<file path="src/framed_packet_parser_core_assert.svh">
// Assertion macros shared by the parser modules.
// Both expect a clock named clk and a synchronous reset named rst in scope.
`ifndef FRAMED_PACKET_PARSER_CORE_ASSERT_SVH
`define FRAMED_PACKET_PARSER_CORE_ASSERT_SVH

// Checks that a property holds at every clock edge outside reset.
`define FPP_ASSERT(lbl, prop, msg) \
  lbl: assert property (@(posedge clk) disable iff (rst) prop) else $error(msg);

// Checks that a condition never occurs outside reset.
`define FPP_NEVER(lbl, cond, msg) \
  lbl: assert property (@(posedge clk) disable iff (rst) !(cond)) else $error(msg);

`endif

</file>
<file path="src/fpp_pkg.sv">
`default_nettype none
package fpp_pkg;

  // Default payload capacity of one frame.
  localparam int MAX_PAYLOAD_DEF = 32;

  // Width of a payload length inside a frame descriptor; covers capacities up to 127.
  localparam int PLEN_W = 7;

  // Configuration port widths.
  localparam int CFG_DATA_W  = 16;
  localparam int CFG_INDEX_W = 3;

  // Payload byte value that marks a harvestable frame.
  localparam logic [7:0] HARVEST_YES = 8'h01;

  // Parser phases of the front part.
  typedef enum logic [2:0] {
    PH_SOF,
    PH_LEN,
    PH_FUNC,
    PH_PAY,
    PH_SUM,
    PH_EOF
  } phase_t;

  // Decoded frame kinds.
  typedef enum logic [1:0] {
    KIND_GENERIC,
    KIND_COORD,
    KIND_HARVEST,
    KIND_COUNT
  } kind_t;

  // Configuration register indexes.
  typedef enum logic [CFG_INDEX_W-1:0] {
    REG_MARKERS_A,
    REG_MARKERS_B,
    REG_MARKERS_C,
    REG_COORD_CODE,
    REG_HARVEST_CODE,
    REG_COUNT_CODE,
    REG_COORD_BIG_ENDIAN
  } reg_index_t;

  // Back part states.
  typedef enum logic [1:0] {
    B_IDLE,
    B_READ,
    B_SHOW
  } back_state_t;

  // Configuration seen by the front part.
  typedef struct packed {
    logic [15:0] markers_a;
    logic [15:0] markers_b;
    logic [15:0] markers_c;
    logic [7:0]  coord_code;
    logic [7:0]  harvest_code;
    logic [7:0]  count_code;
    logic        coord_big_endian;
  } cfg_t;

  // One completed frame, handed from the front part to the back part.
  typedef struct packed {
    logic [7:0]        start;
    logic [7:0]        code;
    logic [PLEN_W-1:0] plen;
    kind_t             kind;
    logic [15:0]       cx;
    logic [15:0]       cy;
    logic              hv;
    logic [7:0]        rp;
    logic [7:0]        ur;
  } desc_t;

endpackage
`default_nettype wire

</file>
<file path="src/fpp_ram.sv">
`default_nettype none
module fpp_ram #(
  parameter int WIDTH = 8,
  parameter int DEPTH = 64
) (
  input  wire logic                     clk,
  input  wire logic                     we,
  input  wire logic [$clog2(DEPTH)-1:0] waddr,
  input  wire logic [WIDTH-1:0]         wdata,
  input  wire logic                     re,
  input  wire logic [$clog2(DEPTH)-1:0] raddr,
  output logic      [WIDTH-1:0]         rdata
);

  logic [WIDTH-1:0] mem [DEPTH];

  // One write port and one registered read port; read data holds while re is low.
  always_ff @(posedge clk) begin
    if (we) begin
      mem[waddr] <= wdata;
    end
    if (re) begin
      rdata <= mem[raddr];
    end
  end

endmodule
`default_nettype wire

</file>
<file path="src/fpp_desc_queue.sv">
`default_nettype none
module fpp_desc_queue
  import fpp_pkg::*;
(
  input  wire logic  clk,
  input  wire logic  rst,
  input  wire logic  push,
  input  wire desc_t desc_in,
  output logic       full,
  input  wire logic  pop,
  output desc_t      desc_out,
  output logic       empty
);

  `include "framed_packet_parser_core_assert.svh"

  desc_t      entries [2];
  logic       wr_ptr;
  logic       rd_ptr;
  logic [1:0] count;

  assign full     = (count == 2'd2);
  assign empty    = (count == 2'd0);
  assign desc_out = entries[rd_ptr];

  // Two-entry descriptor queue; one entry per payload bank.
  always_ff @(posedge clk) begin
    if (rst) begin
      wr_ptr <= 1'b0;
      rd_ptr <= 1'b0;
      count  <= 2'd0;
    end else begin
      if (push) begin
        entries[wr_ptr] <= desc_in;
        wr_ptr          <= ~wr_ptr;
      end
      if (pop) begin
        rd_ptr <= ~rd_ptr;
      end
      count <= count + 2'(push) - 2'(pop);
    end
  end

  `FPP_NEVER(a_no_overflow, push && full, "descriptor pushed into a full queue")
  `FPP_NEVER(a_no_underflow, pop && empty, "descriptor popped from an empty queue")
  `FPP_ASSERT(a_count_up, (push && !pop) |=> (count == $past(count) + 2'd1),
              "queue count did not follow a push")

endmodule
`default_nettype wire

</file>
<file path="src/fpp_front.sv">
`default_nettype none
module fpp_front
  import fpp_pkg::*;
#(
  parameter int MAX_PAYLOAD = MAX_PAYLOAD_DEF
) (
  input  wire logic       clk,
  input  wire logic       rst,
  input  wire cfg_t       cfg,
  input  wire logic       in_valid,
  input  wire logic [7:0] rx_byte,
  output logic            ram_we,
  output logic [$clog2(MAX_PAYLOAD):0] ram_waddr,
  output logic [7:0]      ram_wdata,
  output logic            q_push,
  output desc_t           q_desc
);

  localparam int IW = $clog2(MAX_PAYLOAD);
  localparam int LW = $clog2(MAX_PAYLOAD + 2);
  localparam logic [7:0] LEN_LIMIT = 8'(MAX_PAYLOAD + 1);

  phase_t          phase, phase_next;
  logic [7:0]      held_start, held_start_next;
  logic [7:0]      expected_end, expected_end_next;
  logic [LW-1:0]   frame_len, frame_len_next;
  logic [7:0]      held_code, held_code_next;
  logic [7:0]      running_sum, running_sum_next;
  logic [IW-1:0]   fill_index, fill_index_next;
  logic            wbank, wbank_next;
  logic [7:0]      first_bytes [4];
  logic            capture;
  logic [LW-1:0]   plen;

  // State registers.
  always_ff @(posedge clk) begin
    if (rst) begin
      phase        <= PH_SOF;
      held_start   <= 8'd0;
      expected_end <= 8'd0;
      frame_len    <= '0;
      held_code    <= 8'd0;
      running_sum  <= 8'd0;
      fill_index   <= '0;
      wbank        <= 1'b0;
    end else begin
      phase        <= phase_next;
      held_start   <= held_start_next;
      expected_end <= expected_end_next;
      frame_len    <= frame_len_next;
      held_code    <= held_code_next;
      running_sum  <= running_sum_next;
      fill_index   <= fill_index_next;
      wbank        <= wbank_next;
    end
  end

  // The first four payload bytes are kept for decoding at the end marker.
  assign capture = in_valid && (phase == PH_PAY) && (LW'(fill_index) < LW'(4));

  always_ff @(posedge clk) begin
    if (capture) begin
      first_bytes[fill_index[1:0]] <= rx_byte;
    end
  end

  assign plen      = frame_len - LW'(1);
  assign ram_waddr = {wbank, fill_index};
  assign ram_wdata = rx_byte;

  // Parser phase sequencing, one received byte per transfer.
  always_comb begin
    phase_next        = phase;
    held_start_next   = held_start;
    expected_end_next = expected_end;
    frame_len_next    = frame_len;
    held_code_next    = held_code;
    running_sum_next  = running_sum;
    fill_index_next   = fill_index;
    wbank_next        = wbank;
    ram_we            = 1'b0;
    q_push            = 1'b0;
    if (in_valid) begin
      unique case (phase)
        PH_SOF: begin
          // Marker pairs are tried in order a, b, c.
          if (rx_byte == cfg.markers_a[7:0]) begin
            expected_end_next = cfg.markers_a[15:8];
            phase_next        = PH_LEN;
          end else if (rx_byte == cfg.markers_b[7:0]) begin
            expected_end_next = cfg.markers_b[15:8];
            phase_next        = PH_LEN;
          end else if (rx_byte == cfg.markers_c[7:0]) begin
            expected_end_next = cfg.markers_c[15:8];
            phase_next        = PH_LEN;
          end
          held_start_next  = rx_byte;
          running_sum_next = 8'd0;
          fill_index_next  = '0;
        end
        PH_LEN: begin
          frame_len_next   = rx_byte[LW-1:0];
          running_sum_next = running_sum + rx_byte;
          if (rx_byte == 8'd0 || rx_byte > LEN_LIMIT) begin
            phase_next = PH_SOF;
          end else begin
            phase_next = PH_FUNC;
          end
        end
        PH_FUNC: begin
          held_code_next   = rx_byte;
          running_sum_next = running_sum + rx_byte;
          phase_next       = (frame_len > LW'(1)) ? PH_PAY : PH_SUM;
        end
        PH_PAY: begin
          ram_we           = 1'b1;
          fill_index_next  = fill_index + IW'(1);
          running_sum_next = running_sum + rx_byte;
          if (LW'(fill_index) + LW'(1) >= plen) begin
            phase_next = PH_SUM;
          end
        end
        PH_SUM: begin
          phase_next = (rx_byte == running_sum) ? PH_EOF : PH_SOF;
        end
        PH_EOF: begin
          // A matching end marker commits the frame and flips the payload bank.
          if (rx_byte == expected_end) begin
            q_push     = 1'b1;
            wbank_next = ~wbank;
          end
          phase_next = PH_SOF;
        end
        default: begin
          phase_next = PH_SOF;
        end
      endcase
    end
  end

  // Frame decoding; codes are tested in the order coordinate, harvestable, count.
  always_comb begin
    q_desc       = '0;
    q_desc.start = held_start;
    q_desc.code  = held_code;
    q_desc.plen  = PLEN_W'(plen);
    q_desc.kind  = KIND_GENERIC;
    priority if (held_code == cfg.coord_code) begin
      if (plen == LW'(4)) begin
        q_desc.kind = KIND_COORD;
        if (cfg.coord_big_endian) begin
          q_desc.cx = {first_bytes[0], first_bytes[1]};
          q_desc.cy = {first_bytes[2], first_bytes[3]};
        end else begin
          q_desc.cx = {first_bytes[1], first_bytes[0]};
          q_desc.cy = {first_bytes[3], first_bytes[2]};
        end
      end
    end else if (held_code == cfg.harvest_code) begin
      if (plen >= LW'(1)) begin
        q_desc.kind = KIND_HARVEST;
        q_desc.hv   = (first_bytes[0] == HARVEST_YES);
      end
    end else if (held_code == cfg.count_code) begin
      if (plen >= LW'(2)) begin
        q_desc.kind = KIND_COUNT;
        q_desc.rp   = first_bytes[0];
        q_desc.ur   = first_bytes[1];
      end
    end else begin
      // Any other code leaves the frame generic.
      q_desc.kind = KIND_GENERIC;
    end
  end

endmodule
`default_nettype wire

</file>
<file path="src/fpp_back.sv">
`default_nettype none
module fpp_back
  import fpp_pkg::*;
#(
  parameter int MAX_PAYLOAD = MAX_PAYLOAD_DEF
) (
  input  wire logic       clk,
  input  wire logic       rst,
  input  wire desc_t      desc,
  input  wire logic       q_empty,
  output logic            q_pop,
  output logic            ram_re,
  output logic [$clog2(MAX_PAYLOAD):0] ram_raddr,
  input  wire logic [7:0] ram_rdata,
  input  wire logic       pop,
  output logic            empty,
  output logic [7:0]      frame_start,
  output logic [7:0]      function_code,
  output logic [5:0]      payload_length,
  output logic [4:0]      byte_index,
  output logic [7:0]      payload_byte,
  output logic            last,
  output logic [1:0]      decoded_kind,
  output logic signed [15:0] coord_x,
  output logic signed [15:0] coord_y,
  output logic            harvestable,
  output logic [7:0]      ripe_count,
  output logic [7:0]      unripe_count
);

  localparam int IW = $clog2(MAX_PAYLOAD);

  back_state_t       state, state_next;
  logic [IW-1:0]     k, k_next;
  logic              rbank, rbank_next;
  logic [PLEN_W-1:0] last_k;
  logic              is_last;

  // State registers.
  always_ff @(posedge clk) begin
    if (rst) begin
      state <= B_IDLE;
      k     <= '0;
      rbank <= 1'b0;
    end else begin
      state <= state_next;
      k     <= k_next;
      rbank <= rbank_next;
    end
  end

  // An empty payload still gives one result.
  assign last_k    = (desc.plen == '0) ? '0 : desc.plen - PLEN_W'(1);
  assign is_last   = (PLEN_W'(k) == last_k);
  assign ram_raddr = {rbank, k};

  // Read a payload byte, then show it until it is transferred.
  always_comb begin
    state_next = state;
    k_next     = k;
    rbank_next = rbank;
    ram_re     = 1'b0;
    q_pop      = 1'b0;
    unique case (state)
      B_IDLE: begin
        if (!q_empty) begin
          k_next     = '0;
          state_next = B_READ;
        end
      end
      B_READ: begin
        ram_re     = 1'b1;
        state_next = B_SHOW;
      end
      B_SHOW: begin
        if (pop) begin
          if (is_last) begin
            q_pop      = 1'b1;
            rbank_next = ~rbank;
            state_next = B_IDLE;
          end else begin
            k_next     = k + IW'(1);
            state_next = B_READ;
          end
        end
      end
      default: begin
        state_next = B_IDLE;
      end
    endcase
  end

  // Result fields; decoded fields appear only on the final result.
  assign empty          = (state != B_SHOW);
  assign frame_start    = desc.start;
  assign function_code  = desc.code;
  assign payload_length = desc.plen[5:0];
  assign byte_index     = 5'(k);
  assign payload_byte   = (desc.plen == '0) ? 8'd0 : ram_rdata;
  assign last           = is_last;
  assign decoded_kind   = is_last ? desc.kind : KIND_GENERIC;
  assign coord_x        = is_last ? desc.cx : 16'sd0;
  assign coord_y        = is_last ? desc.cy : 16'sd0;
  assign harvestable    = is_last & desc.hv;
  assign ripe_count     = is_last ? desc.rp : 8'd0;
  assign unripe_count   = is_last ? desc.ur : 8'd0;

endmodule
`default_nettype wire

</file>
<file path="src/framed_packet_parser_core.sv">
// Input: one byte per cycle unless full; full rises while two completed frames await output.
// A frame is queued at its end marker transfer; its first result follows a payload read.
// Output: each result takes a payload memory read, then presentation until popped.
// A frame with n payload bytes gives max(n, 1) results.
// Reset (rst, synchronous): parser, descriptor queue and output side return to idle,
// configuration registers clear to 0; the payload memory is not cleared.
`default_nettype none
module framed_packet_parser_core
  import fpp_pkg::*;
#(
  parameter int MAX_PAYLOAD = MAX_PAYLOAD_DEF
) (
  input  wire logic                   clk,
  input  wire logic                   rst,
  input  wire logic                   cfg_write,
  input  wire logic [CFG_INDEX_W-1:0] cfg_index,
  input  wire logic [CFG_DATA_W-1:0]  cfg_data,
  input  wire logic                   push,
  output logic                        full,
  input  wire logic [7:0]             rx_byte,
  input  wire logic                   pop,
  output logic                        empty,
  output logic [7:0]                  frame_start,
  output logic [7:0]                  function_code,
  output logic [5:0]                  payload_length,
  output logic [4:0]                  byte_index,
  output logic [7:0]                  payload_byte,
  output logic                        last,
  output logic [1:0]                  decoded_kind,
  output logic signed [15:0]          coord_x,
  output logic signed [15:0]          coord_y,
  output logic                        harvestable,
  output logic [7:0]                  ripe_count,
  output logic [7:0]                  unripe_count
);

  localparam int IW        = $clog2(MAX_PAYLOAD);
  localparam int RAM_DEPTH = 2 * (1 << IW);

  cfg_t        cfg;
  logic        in_valid;
  logic        ram_we;
  logic [IW:0] ram_waddr;
  logic [7:0]  ram_wdata;
  logic        ram_re;
  logic [IW:0] ram_raddr;
  logic [7:0]  ram_rdata;
  logic        q_push;
  desc_t       q_desc_in;
  logic        q_pop;
  desc_t       q_desc_out;
  logic        q_empty;

  // Configuration registers.
  always_ff @(posedge clk) begin
    if (rst) begin
      cfg <= '0;
    end else if (cfg_write) begin
      case (cfg_index)
        REG_MARKERS_A:        cfg.markers_a        <= cfg_data;
        REG_MARKERS_B:        cfg.markers_b        <= cfg_data;
        REG_MARKERS_C:        cfg.markers_c        <= cfg_data;
        REG_COORD_CODE:       cfg.coord_code       <= cfg_data[7:0];
        REG_HARVEST_CODE:     cfg.harvest_code     <= cfg_data[7:0];
        REG_COUNT_CODE:       cfg.count_code       <= cfg_data[7:0];
        REG_COORD_BIG_ENDIAN: cfg.coord_big_endian <= cfg_data[0];
        default: begin
        end
      endcase
    end
  end

  // A byte is transferred when push is high and full is low.
  assign in_valid = push & ~full;

  fpp_front #(
    .MAX_PAYLOAD(MAX_PAYLOAD)
  ) u_front (
    .clk       (clk),
    .rst       (rst),
    .cfg       (cfg),
    .in_valid  (in_valid),
    .rx_byte   (rx_byte),
    .ram_we    (ram_we),
    .ram_waddr (ram_waddr),
    .ram_wdata (ram_wdata),
    .q_push    (q_push),
    .q_desc    (q_desc_in)
  );

  // Two payload banks, one per queued frame.
  fpp_ram #(
    .WIDTH(8),
    .DEPTH(RAM_DEPTH)
  ) u_payload_ram (
    .clk   (clk),
    .we    (ram_we),
    .waddr (ram_waddr),
    .wdata (ram_wdata),
    .re    (ram_re),
    .raddr (ram_raddr),
    .rdata (ram_rdata)
  );

  fpp_desc_queue u_queue (
    .clk      (clk),
    .rst      (rst),
    .push     (q_push),
    .desc_in  (q_desc_in),
    .full     (full),
    .pop      (q_pop),
    .desc_out (q_desc_out),
    .empty    (q_empty)
  );

  fpp_back #(
    .MAX_PAYLOAD(MAX_PAYLOAD)
  ) u_back (
    .clk            (clk),
    .rst            (rst),
    .desc           (q_desc_out),
    .q_empty        (q_empty),
    .q_pop          (q_pop),
    .ram_re         (ram_re),
    .ram_raddr      (ram_raddr),
    .ram_rdata      (ram_rdata),
    .pop            (pop),
    .empty          (empty),
    .frame_start    (frame_start),
    .function_code  (function_code),
    .payload_length (payload_length),
    .byte_index     (byte_index),
    .payload_byte   (payload_byte),
    .last           (last),
    .decoded_kind   (decoded_kind),
    .coord_x        (coord_x),
    .coord_y        (coord_y),
    .harvestable    (harvestable),
    .ripe_count     (ripe_count),
    .unripe_count   (unripe_count)
  );

endmodule
`default_nettype wire
</file>
<file path="config.mk">
export PLATFORM = sky130hd
export DESIGN_NAME = framed_packet_parser_core
export DESIGN_NICKNAME = d
export VERILOG_FILES = /design/src/fpp_pkg.sv /design/src/fpp_ram.sv /design/src/fpp_desc_queue.sv /design/src/fpp_front.sv /design/src/fpp_back.sv /design/src/framed_packet_parser_core.sv
export VERILOG_INCLUDE_DIRS = /design/src /design/src/src
export SDC_FILE = /design/constraint.sdc
export NUM_CORES = 1
export LEC_CHECK = 0
export BUFFER_PORTS_ARGS = -buffer_cell sky130_fd_sc_hd__buf_2
export CORE_MARGIN = 1.5
export CORE_UTILIZATION = 32
export DETAILED_ROUTE_END_ITERATION = 8
export HOLD_SLACK_MARGIN = 0.08
export SKIP_CTS_REPAIR_TIMING = 1
export SYNTH_ARGS = -nofsm -noshare
export SYNTH_HDL_FRONTEND = slang
export SYNTH_SLANG_ARGS = --single-unit
</file>
<file path="constraint.sdc">
create_clock -name clk -period 16 [get_ports clk]
set_input_delay 2.4 -clock clk [delete_from_list [all_inputs] [get_ports clk]]
set_output_delay 2.4 -clock clk [all_outputs]
set_load 0.01 [all_outputs]
</file>
==> flow_summary.toml, run 1 <==
[run_status]
status = "completed"

[synth]
avgSynthCellArea_um2 = 16.2
syn-cell-area_um2 = 33900
yosysUniqueCellTypes = 65
synth_edf_count = 698
yosysSeqAreaShare_pct = 69.8
synth-async-reset-ratio_pct = 0
yosysWarnings = 0
synth_ff_type = "edfxtp_1"
synth-seq-cells = 831
syn_inst = 2095
synth_nets = 2155

[global_routing]
grt_usage_pct = 14.9
gr-total-overflow = 0
grt_pass1_wl_mm = 121
grt_pass1_vias = 18500
grt_max_degree = 111
antenna_found_initial = 3

[cts]
htreeDepth = 3
clk_latency_ns = 0.65
cts_tree = "built"
root_buffer = "clkbuf_16"
cts_buffers = 85
cts_num_sinks = 831
cts_max_path_buffers = 3
path_clk_slew_ns = 0.06

[placed_design]
hpwl_mm = 51.0
post_dp_cell_area_um2 = 35900
port_buffers = 120
routabilityCongestion = 0.808

[detailed_routing]
routed_wl_mm = 81.0
drtIter0Drc = 1521
drc = 0
wl_per_cell_um = 22.0
ant_nets = 0
avgViaCountPerCell = 5.08
vias = 18700
dr.pass1.iters = 7

[final_layout]
drive_above_1_share_pct = 21.3
n_antenna_cell = 0
area_growth_pct = 14.4
fin_nets = 2274
fillers = 9736
postLayoutCellArea_um2 = 38700

[worst_setup_path]
critical_path.max_stage_delay_ns = 0.93
critPathKind = "register to output port"
cp_num_cells = 8
crit_required_ns = 13.60
critPathLaunchType = "register"
reg2reg_from = "u_back.byte_index[0]$_SDFFE_PP0P_"
cp.arrival_ns = 3.91
slowest_stage = "o211ai_1"
cp_max_fo = 60
endpoint_kind = "output port"
crit_family = "compound AO/OA/AOI/OAI gates"
rrSetupSlack_ns = 11.88
timing.rr.end = "u_payload_ram.rdata[2]$_DFFE_PN_"
r2r.worst_path.cells = 5
crit_buf_inv = 3
crit_chain = "nor4_4 > o211ai_1 > o21ai_0 > o31a_1 > o2111ai_4 > buf_4 > inv_2 > buf_2"
crit_path_end = "last"

[die]
die_h_um = 328
core_area_um2 = 105000
rows = 119
die_area_um2 = 108000
pin_count = 121
start_util_pct = 32.2
chipWidth_um = 328

[timing]
final.min_clock_period_ns = 6.31
maxSlewViolCount = 0
rsz0062_at_grt = "false"
hold_viol = 0
relSlewSlack_pct = 21.2
fin_crit_sh_pct = 39.4
clock_skew_ns = 0.0303
setup_violations = 0
fmax_mhz = 158
fin_setup_tns_ns = 0
worstMarginPinSlew_ns = 1.18

[run]
maxCapViolations = 0

[power_and_ir_drop]
power_density_nw_per_um2 = 120
leakage_nw = 12.3
peakVddDrop_uv = 78.3

[min_path]
hp-class = "register to register"
hold_path_startpoint = "cfg[69]$_SDFFE_PP0P_"
hold_depth = 2
==> cell usage after synthesis (4+ instances only) <==
master    count  area [µm²]
nor2_1      224         841
a21o_1        4        30.0
mux2_2       17         191
inv_1        19        71.3
o21ai_0      10        50.1
mux2i_1     120        1200
and2_1       32         200
or3_1        11        68.8
nand4_1      10        62.6
dfxtp_1     133        2660
nor2b_1       7        43.8
buf_2        15        75.1
edfxtp_1    698       21000
nand2_1     190         713
mux4_2      168        3780
buf_1         9        33.8
nor3_1       12        60.1
ha_1         27         338
xor2_1       45         394
buf_6         8        90.1
a21oi_1     111         556
nand3_1      23         115
nor4b_1       4        35.0
a22oi_1       4        30.0
nand2b_1     10        62.6
xnor2_1      33         289
or2_2         4        25.0
nor4_1       15        93.8
clkbuf_1     79         297
==> worst min-delay path by stage <==
stage	to	slack (ns)
6_report	cfg[69]$_SDFFE_PP0P_	0.46
5_1_grt	u_queue.entries[1][68]$_DFFE_PP_	0.47
4_1_cts	u_queue.entries[1][69]$_DFFE_PP_	0.46
3_5_place_dp	u_queue.entries[0][69]$_DFFE_PP_	0.44
3_3_place_gp	u_queue.entries[0][68]$_DFFE_PP_	0.43
2_1_floorplan	u_queue.entries[0][65]$_DFFE_PP_	0.43
==> per-layer routing <==
metal,up-vias,global-route usage (%),part of all wire (%)
met1,9658,21.1,44
met3,109,2.77,6.7
met2,648,23.6,47
li1,8235,-,-
met4,2,3.52,2.0
met5,-,0,0.016
==> stage by stage <==
stage	worst slack (ns)	util (%)	hold slack [ns]	std cells	total power [mW]
CTS	9.69	36.9	0.458	3675	4.67
detailed placement	10.23	34.2	0.443	3518	2.68
global route	9.41	36.9	0.473	3675	4.78
floorplan	6.35	-	0.425	2095	2.58
finish	9.69	36.9	0.456	3675	4.63
global placement	10.28	34.2	0.430	3518	2.67
==> report_power, final <==
part | switching (mW) | internal (mW)
Clock | 0.843 | 1.16
Sequential | 0.0276 | 2.37
Combinational | 0.156 | 0.0726
Total | 1.03 | 3.61
==> worst register-to-register path: stages (launching register included) <==
cell,delay (ns)
dfxtp_4,0.39
buf_4,0.82
buf_4,0.95
mux4_2,0.67
mux4_2,0.57
mux4_2,0.49
==> cell type report <==
type	instances	area [µm²]	area share (%)
clock inverters	54	561	1.45
well taps	1391	1740	4.49
multi-input cells	1130	9670	25.0
repair buffers	144	783	2.02
inverters	22	82.6	0.213
flip-flops and latches	831	23600	61.0
clock buffers	103	2270	5.85
==> logic make-up (layout without fill, tap and decap cells) <==
logic type,Yosys count,count (layout),share of synthesized area (%)
xor gates and xnor gates,78,78,2.02
muxes,307,307,15.4
adders and majority gates,28,28,1.06
DFF,831,831,69.8
buffers and inverters,134,323,1.73
and+or+nand+nor,561,561,7.40
AOI/OAI and AO/OA,156,156,2.65
==> state kept, by name, summed over array words and instances, names as in the netlist, named ones only <==
| signal | count |
|---|---|
| u_front.phase | 3 |
| u_front.frame_len | 6 |
| u_front.wbank | 1 |
| u_front.expected_end | 8 |
| u_front.first_bytes | 32 |
| u_back.byte_index | 5 |
| cfg | 73 |
| u_back.rbank | 1 |
| u_front.held_start | 8 |
| u_payload_ram.mem | 512 |
| u_front.running_sum | 8 |
| u_queue.rd_ptr | 1 |
| u_queue.entries | 146 |
| u_payload_ram.rdata | 8 |
| u_front.held_code | 8 |
| u_queue.count | 2 |
| u_back.state | 2 |
| u_front.fill_index | 5 |
| u_queue.wr_ptr | 1 |
==> cells in the final DEF (no fill, tap or decap), drive strengths merged, types with 40 or more instances in the layout <==
cell,Yosys,layout
clkinv,1,40
xor2,45,45
nand2,190,190
mux4,168,168
dfxtp,133,133
edfxtp,698,698
a21oi,111,111
buf,33,144
nor2,224,224
clkbuf,79,103
mux2i,121,121
(Power assumes the default switching activity.)
==> inputs of run 2 (changes only) <==
- ABC_AREA: unset -> 1
- clock period: 16 -> 5.2 ns (I/O delays scaled with it)
==> run 2 against run 1 <==
Wire length up 17%. Non-clock buffer count up 21. Sequential cell count unchanged. Register-to-register slack lost 10 ns. Cell area grew 1.6%. Clock-buffer cell count decreased by 1. Largest power group unchanged.
==> flow_summary.toml, run 2 <==
[placed_design]
hpwl_mm = 58.8
port_buffers = 120
dp_slack_ns = 1.17
routabilityCongestion = 0.859

[die]
chipWidth_um = 331
pin_count = 121
core_area_um2 = 107000
die_h_um = 331
rows = 120
start_util_pct = 32.3
die_area_um2 = 110000

[global_routing]
antenna_found_initial = 7
grt_pass1_wl_mm = 141
grt_pass1_vias = 22900
gr-total-overflow = 0
grt_usage_pct = 16.7
grt_max_degree = 166

[timing]
worstMarginPinSlew_ns = 1.01
maxSlewViolCount = 0
fin_setup_tns_ns = 0
hold_slack_ns = 0.400
setup_ws_ns = 0.527
setup_violations = 0
fmax_mhz = 214
relSlewSlack_pct = 32.6
rsz0062_at_grt = "false"
hold_viol = 0
fin_crit_sh_pct = 89.9
clock_skew_ns = 0.0284
final.min_clock_period_ns = 4.67

[cts]
path_clk_slew_ns = 0.06
cts_tree = "built"
htreeDepth = 3
cts_num_sinks = 831
clk_latency_ns = 0.66
cts_buffers = 85
cts_max_path_buffers = 3
root_buffer = "clkbuf_16"

[run_status]
status = "completed"

[synth]
yosysWarnings = 0
syn-cell-area_um2 = 34500
synth_nets = 3197
yosysSeqAreaShare_pct = 68.5
yosysTopAreaCellShare_pct = 60.8
synth_ff_type = "edfxtp_1"
synthTopCellsByCount = "698 x edfxtp_1, 643 x nor2_1, 430 x o21ai_0, 340 x nand2_1, 147 x clkbuf_1"
synth.largest_area_cell = "edfxtp_1"
synth_edf_count = 698
synth_area_leaders = "edfxtp_1 61%, dfxtp_1 7.7%, nor2_1 7.0%"
avgSynthCellArea_um2 = 11.0
syn_inst = 3137
synth-async-reset-ratio_pct = 0
synth-seq-cells = 831
yosysUniqueCellTypes = 44
synth_most_common_cell = "edfxtp_1"

[final_layout]
largest_reg_flops = 512
fin_nets = 3274
final_cell_mix = "698 x edfxtp_1, 643 x nor2_1, 430 x o21ai_0"
fin_util_pct = 36.8
drive_above_1_share_pct = 10.8
area_growth_pct = 14.2
top_regs = "u_payload_ram.mem: 512 flops, u_queue.entries: 146 flops, cfg: 73 flops"
regMostFlops = "u_payload_ram.mem"
fillers = 10400
final_common_cell = "edfxtp_1"
regArea_um2 = 23600
multi_input_area_um2 = 9570

[detailed_routing]
drc = 0
wl_per_cell_um = 20.3
drtIter0Drc = 2198
avgViaCountPerCell = 5.10
routed_wl_mm = 95.0
vias = 23900
dr.pass1.iters = 6
ant_nets = 0

[worst_setup_path]
reg2reg_from = "u_front.phase[2]$_SDFFE_PP0P_"
cp_max_fo = 63
crit_required_ns = 4.42
endpoint_kind = "output port"
critPathLaunchType = "register"
cp.arrival_ns = 3.89
critPathKind = "register to output port"

[power_and_ir_drop]
peakVddDrop_uv = 223
leakage_nw = 14.1
power_density_nw_per_um2 = 349

[min_path]
hold_path_startpoint = "cfg_data[10]"
hp-class = "primary input to register"

[run]
maxCapViolations = 0
==> run 2: changes by cell type in the layout (fill, tap and decap cells not counted), moves of 119 or more <==
cell	previous run	this run
nand2_1	190	340
inv_1	19	138
mux2i_1	120	0
o22ai_1	1	134
o21ai_0	10	430
nor2_1	224	643
mux4_2	168	0
==> run 2: final timing paths <==
kind | endpoint | cells past startpoint | slack (ns)
max | decoded_kind[1] | 12 | 0.53
min | cfg[67]$_SDFFE_PP0P_ | 3 | 0.40
max reg2reg | u_payload_ram.mem[34][4]$_DFFE_PP_ | 8 | 1.81
min reg2reg | u_queue.entries[0][72]$_DFFE_PP_ | 0 | 0.45
==> run 2: critical path: stages, from the launching register on <==
cell	delay, ns
dfxtp_2	0.48
buf_4	0.60
nand2_1	0.16
nand2_1	0.19
nor2_1	0.08
nand3_2	0.18
nand3_1	0.10
nand2_1	0.10
nand2_1	0.07
nor2_2	0.18
nand2_2	0.54
a21oi_1	0.37
buf_2	0.18
==> run 2: layer usage <==
layer / GRT usage [%] / wire, µm
met5: 0 / 14
met4: 5.56 / 2670
met3: 3.03 / 6010
met2: 27.8 / 45600
met1: 22.1 / 40700
==> run 2: final cells by class <==
class	count	share of cell area [%]
Sequential cell	831	60.0
Timing Repair Buffer	165	2.51
Clock buffer	102	5.79
Antenna cell	4	0.0254
Tap cell	1403	4.46
Inverter	151	1.46
Multi-Input combinational cell	1980	24.3
Clock inverter	55	1.40
==> run 2: kinds of logic after synthesis <==
family                   share of synthesized area (%)
AO/OA/AOI/OAI                                     12.4
buffers and inverters                             3.75
XOR/XNOR                                         0.711
adder cells (fa/ha/maj)                           1.04
flip-flops                                        68.5
AND/OR/NAND/NOR                                   13.6
==> run 2: power breakdown <==
group / internal, mW / switching [mW]
Combinational: 0.0702 / 0.232
Clock: 3.59 / 2.62
Sequential: 7.22 / 0.0172
==> run 2: through the flow <==
step | area (µm²) | cells | power, mW
after floorplan | 34500 | 3137 | 7.51
after global placement | 36500 | 4530 | 7.68
after detailed placement | 36500 | 4530 | 7.68
after CTS | 39400 | 4687 | 13.8
after global routing | 39400 | 4689 | 14.1
final | 39400 | 4691 | 13.7
